### config.mk
export PLATFORM = sky130hd
export DESIGN_NAME = sste_ram
export DESIGN_NICKNAME = d
export VERILOG_FILES = /design/src/hw/rtl/sste_ram.sv
export SDC_FILE = /design/constraint.sdc
export NUM_CORES = 2
export LEC_CHECK = 0
export ABC_CLOCK_PERIOD_IN_PS = 4950
export BUFFER_PORTS_ARGS = -buffer_cell sky130_fd_sc_hd__buf_4
export CAP_MARGIN = 20
export CORE_MARGIN = 4
export CORE_UTILIZATION = 45
export CTS_CLUSTER_DIAMETER = 50
export DETAILED_ROUTE_END_ITERATION = 12
export GPL_ROUTABILITY_DRIVEN = 0
export HOLD_SLACK_MARGIN = 0.05
export PLACE_DENSITY = 0.65
export SYNTH_ARGS = -nofsm -noshare
export SYNTH_HDL_FRONTEND = slang
export SYNTH_SLANG_ARGS = --single-unit
### constraint.sdc
create_clock -name clk_i -period 4.95 [get_ports clk_i]
set_clock_uncertainty 0.1 [all_clocks]
set_input_delay 0.7425 -clock clk_i [delete_from_list [all_inputs] [get_ports clk_i]]
set_output_delay 0.7425 -clock clk_i [all_outputs]
set_load 0.005 [all_outputs]
### src/hw/rtl/sste_ram.sv
`default_nettype none

module sste_ram #(
  parameter int unsigned WIDTH = 32,
  parameter int unsigned DEPTH = 64
) (
  input  wire logic                     clk_i,
  input  wire logic                     we_i,
  input  wire logic [$clog2(DEPTH)-1:0] waddr_i,
  input  wire logic [WIDTH-1:0]         wdata_i,
  input  wire logic [$clog2(DEPTH)-1:0] raddr_i,
  output logic      [WIDTH-1:0]         rdata_o
);

  logic [WIDTH-1:0] mem_q [DEPTH];

  // one write port, one registered read port
  always_ff @(posedge clk_i) begin
    if (we_i) begin
      mem_q[waddr_i] <= wdata_i;
    end
    rdata_o <= mem_q[raddr_i];
  end

endmodule

`default_nettype wire

**Yosys cells after proc, flatten, opt, wreduce, memory -nomap -nowiden**

Memory sizes are Yosys's and may differ from the RTL's. A register that Yosys moved wholly into a read port is not among the register bits.
Index checks and enable logic that the tools add are counted.

- Mux-type cells: 2

Operators by type and width:

| operator | number |
|---|---|
| $mux 1 | 2 |

- Bits in writable memories: 2048
- Output and inout port bits: 32
- Logic and storage cells: 3
- Memories kept: 1
- Input bits: 46
- Register bits after elaboration: 0

Memory list:

| name | depth | bits a word | read ports | clocked after memory_dff | wr ports | line | RTL |
|---|---|---|---|---|---|---|---|
| mem_q | 64 | 32 | 1 | 1 | 1 | 15 | `logic [WIDTH-1:0] mem_q [DEPTH];` |

**Depth between registers and ports, before layout**

- Word-level depth: 2
- Mapped depth: 10
- Gate-level depth less buffers: 5

**Worst setup path before layout**

Ideal clock, no wire load.

- Path kind: in2reg
- Start point: input port waddr_i[3]
- End point: memory mem_q[48][0], enable pin
- Data arrival time: 3.441 ns
- Path buffers: 1
- Required time: 4.389 ns
- Setup slack: 0.948 ns
- Cell stages on the path: 4
- Library setup time: 0.461 ns
- Path through: clkbuf_1 -> nor2b_1 -> nand4b_1 -> nor3_1

RTL lines:

| element | line | RTL |
|---|---|---|
| from (decl) | 9 | `input wire logic [$clog2(DEPTH)-1:0] waddr_i,` |
| to (decl) | 15 |  |

Straight into the memory's write port.

==> key figures <==
Finish
  • Finished Core Util: 51.7%
  • Area growth from synthesis to layout: 14.3%
  • Reg area: between 60000 and 70000 sq um
  • Number of fill cells: 13236
  • Cell area after layout: 89700 sq um
  • Nets: 3628
  • Multi-input combinational cell area: 16000 sq um
  • Share of layout cells above drive strength 1: a little under a third

Floorplan
  • Core Footprint: 174000 sq um
  • Die X: 426 microns
  • Die area: 181000 sq um
  • Chip height: 426 microns
  • Initial Utilization: approximately 45%
  • Ports: 78
  • FP Rows: 153

Routing
  • Initial DRC Count: 4760
  • Detail Route Antenna Nets: 0
  • # DRC: 0
  • Final wirelength: between 150 and 200 mm
  • DR vias/cell: 6.12
  • Drt pass-1 iters: 5
  • Detail-routed net length per standard cell: 32.6 microns
  • Via count: 37263

Run
  • Max-Cap Viols: 0

Logic synthesis
  • Commonest cells in the netlist: edfxtp_1 (2048), mux4_2 (544), nor2_1 (137), mux2i_1 (93), o22ai_1 (84)
  • Ys Warns: 0
  • Most frequent cell after synthesis: edfxtp_1
  • Syn Area/Cell: 23.6 sq um
  • FF+latch count, synth: approximately 2100
  • Share of the synthesized area in the top cell type: about four fifths
  • Synth Flop Type: edfxtp_1
  • Synth top area cells: edfxtp_1 (78%), mux4_2 (16%), mux2i_1 (1.2%)
  • Synth unique cells: 34
  • Syn nets: roughly 3400
  • FFs w/ async S/R, synth: 0%
  • Post-synth top area cell: edfxtp_1
  • Post-Syn Instances: 3324
  • Post-synth EDFFs: ~2000
  • Synth Cell Area: between 70000 and 80000 sq um
  • Sequential share of the synthesized area: 79.1%

Setup path
  • Critical setup path kind: input pin to register
  • Data required, critical path: approximately 5.5 ns
  • Crit path DAT: 3.69 ns
  • Startpoint types: input pin
  • CP max FO: 35
  • Worst Setup End Kind: register

Placed design
  • Port Buffers: 77
  • HPWL after detailed placement: 115 mm
  • Post-DP Area: 83100 sq um

Clock tree
  • CTS Hold Bufs: 0
  • Reg clk slew, reported paths: around 0.060 ns
  • CTS tree: built
  • CTS buffer count: 206
  • CTS sink count: 2080
  • CTS resizes: 0
  • H-tree depth: 4
  • Root Buffer: clkbuf_16
  • Setup bufs post-CTS: 0
  • Clk_lat worst skew: a little over 0.8 ns
  • Worst-case clock buffer depth: 3

STA
  • RSZ-0062 raised after global routing: no
  • Crit share post-route: 62.6%
  • Slew Limit Headroom: 31.8%
  • Slew Viols, Final: 0
  • Final Hold Fails: 0
  • Setup_tns: 0 ns
  • Min Tclk post-route: 3.10 ns
  • Measured slew at the worst slew-check pin: approximately 1 ns
  • Final setup fails: 0
  • Fmax: approximately 320 MHz

Min path
  • Hold WC Path Type: input pin to register

Global routing
  • Vias in the first global route: between 30000 and 40000
  • Global-route wire length before repair: 283 mm
  • Initial antenna violation count: 7
  • Total track usage: 22.0%
  • Grt total ovfl: 0
  • Largest net degree at the start of global routing: 70

Power and ir drop
  • Total power: 0.0365 W
  • Static Leak: around 28 nW
  • Max VDD drop: around 0.28 mV
  • Pwr Density: roughly 410 nW/um^2

Outcome
  • Status: completed
[flip-flops by register name, indices dropped and copies added (netlist names)]
signal,flops
rdata_o,32
mem_q,2048
[power by group]
group	switching [W]	internal [W]
clock	0.00653	0.00859
combinational	0.00112	0.000684
sequential	0.000102	0.0195
total	0.00774	0.0288
[cell usage in the layout (no fill, tap or decap), drive strengths merged, types with 32 or more instances in the layout]
master / n
dfxtp: 32
mux2i: 93
o22ai: 84
edfxtp: 2048
clkinv: 76
a21oi: 62
mux4: 544
buf: 232
nor2: 137
clkbuf: 286
[path summary, 6_finish.rpt]
kind	startpoint	endpoint	slack (ns)	depth (start not counted)
setup reg to reg	mem_q[31][17]$_DFFE_PP_	rdata_o[17]$_DFF_P_	2.65	5
hold / removal	wdata_i[27]	mem_q[37][27]$_DFFE_PP_	0.37	1
setup / recovery	raddr_i[0]	rdata_o[29]$_DFF_P_	1.85	7
hold reg to reg	mem_q[12][4]$_DFFE_PP_	rdata_o[4]$_DFF_P_	0.69	4
[through the flow]
stage,hold slack (ns),setup WS [ns],std cells
2_1_floorplan,0.563,0.948,3324
3_3_place_gp,0.626,0.975,5697
3_5_place_dp,0.674,0.972,5699
4_1_cts,0.317,1.83,6086
5_1_grt,0.364,1.76,6087
6_report,0.373,1.85,6090
[cell families after synthesis]
kind of cell	share of synthesized area (%)
flip-flops	79.1
multiplexers	16.8
AND/OR/NAND/NOR	1.27
AO/OA/AOI/OAI	1.67
buffers and inverters	1.13
[critical path, cell delays in order]
cell     delay, ns
buf_8         0.42
buf_4         0.44
buf_4         0.36
mux4_2        0.59
mux4_2        0.49
o22ai_1       0.47
nor2_1        0.11
[cell type report]
cell class | instances | share of cell area [%]
tap | 2325 | 3.24
multi-input combinational | 1062 | 17.8
clock inverter | 101 | 0.952
timing repair buffer | 232 | 2.37
clock buffer | 286 | 6.36
sequential | 2080 | 69.3
antenna | 4 | 0.0112
[routing by layer]
layer  track usage [%]  part of all wire, %  wire length (microns)
met5                 0                0.028                     55
met4              6.49                  2.9                   5680
met2              34.6                   48                  95500
met3              4.19                  8.7                  17300
met1              31.9                   40                  79800
No activity file was read; power rests on OpenSTA's default activity.
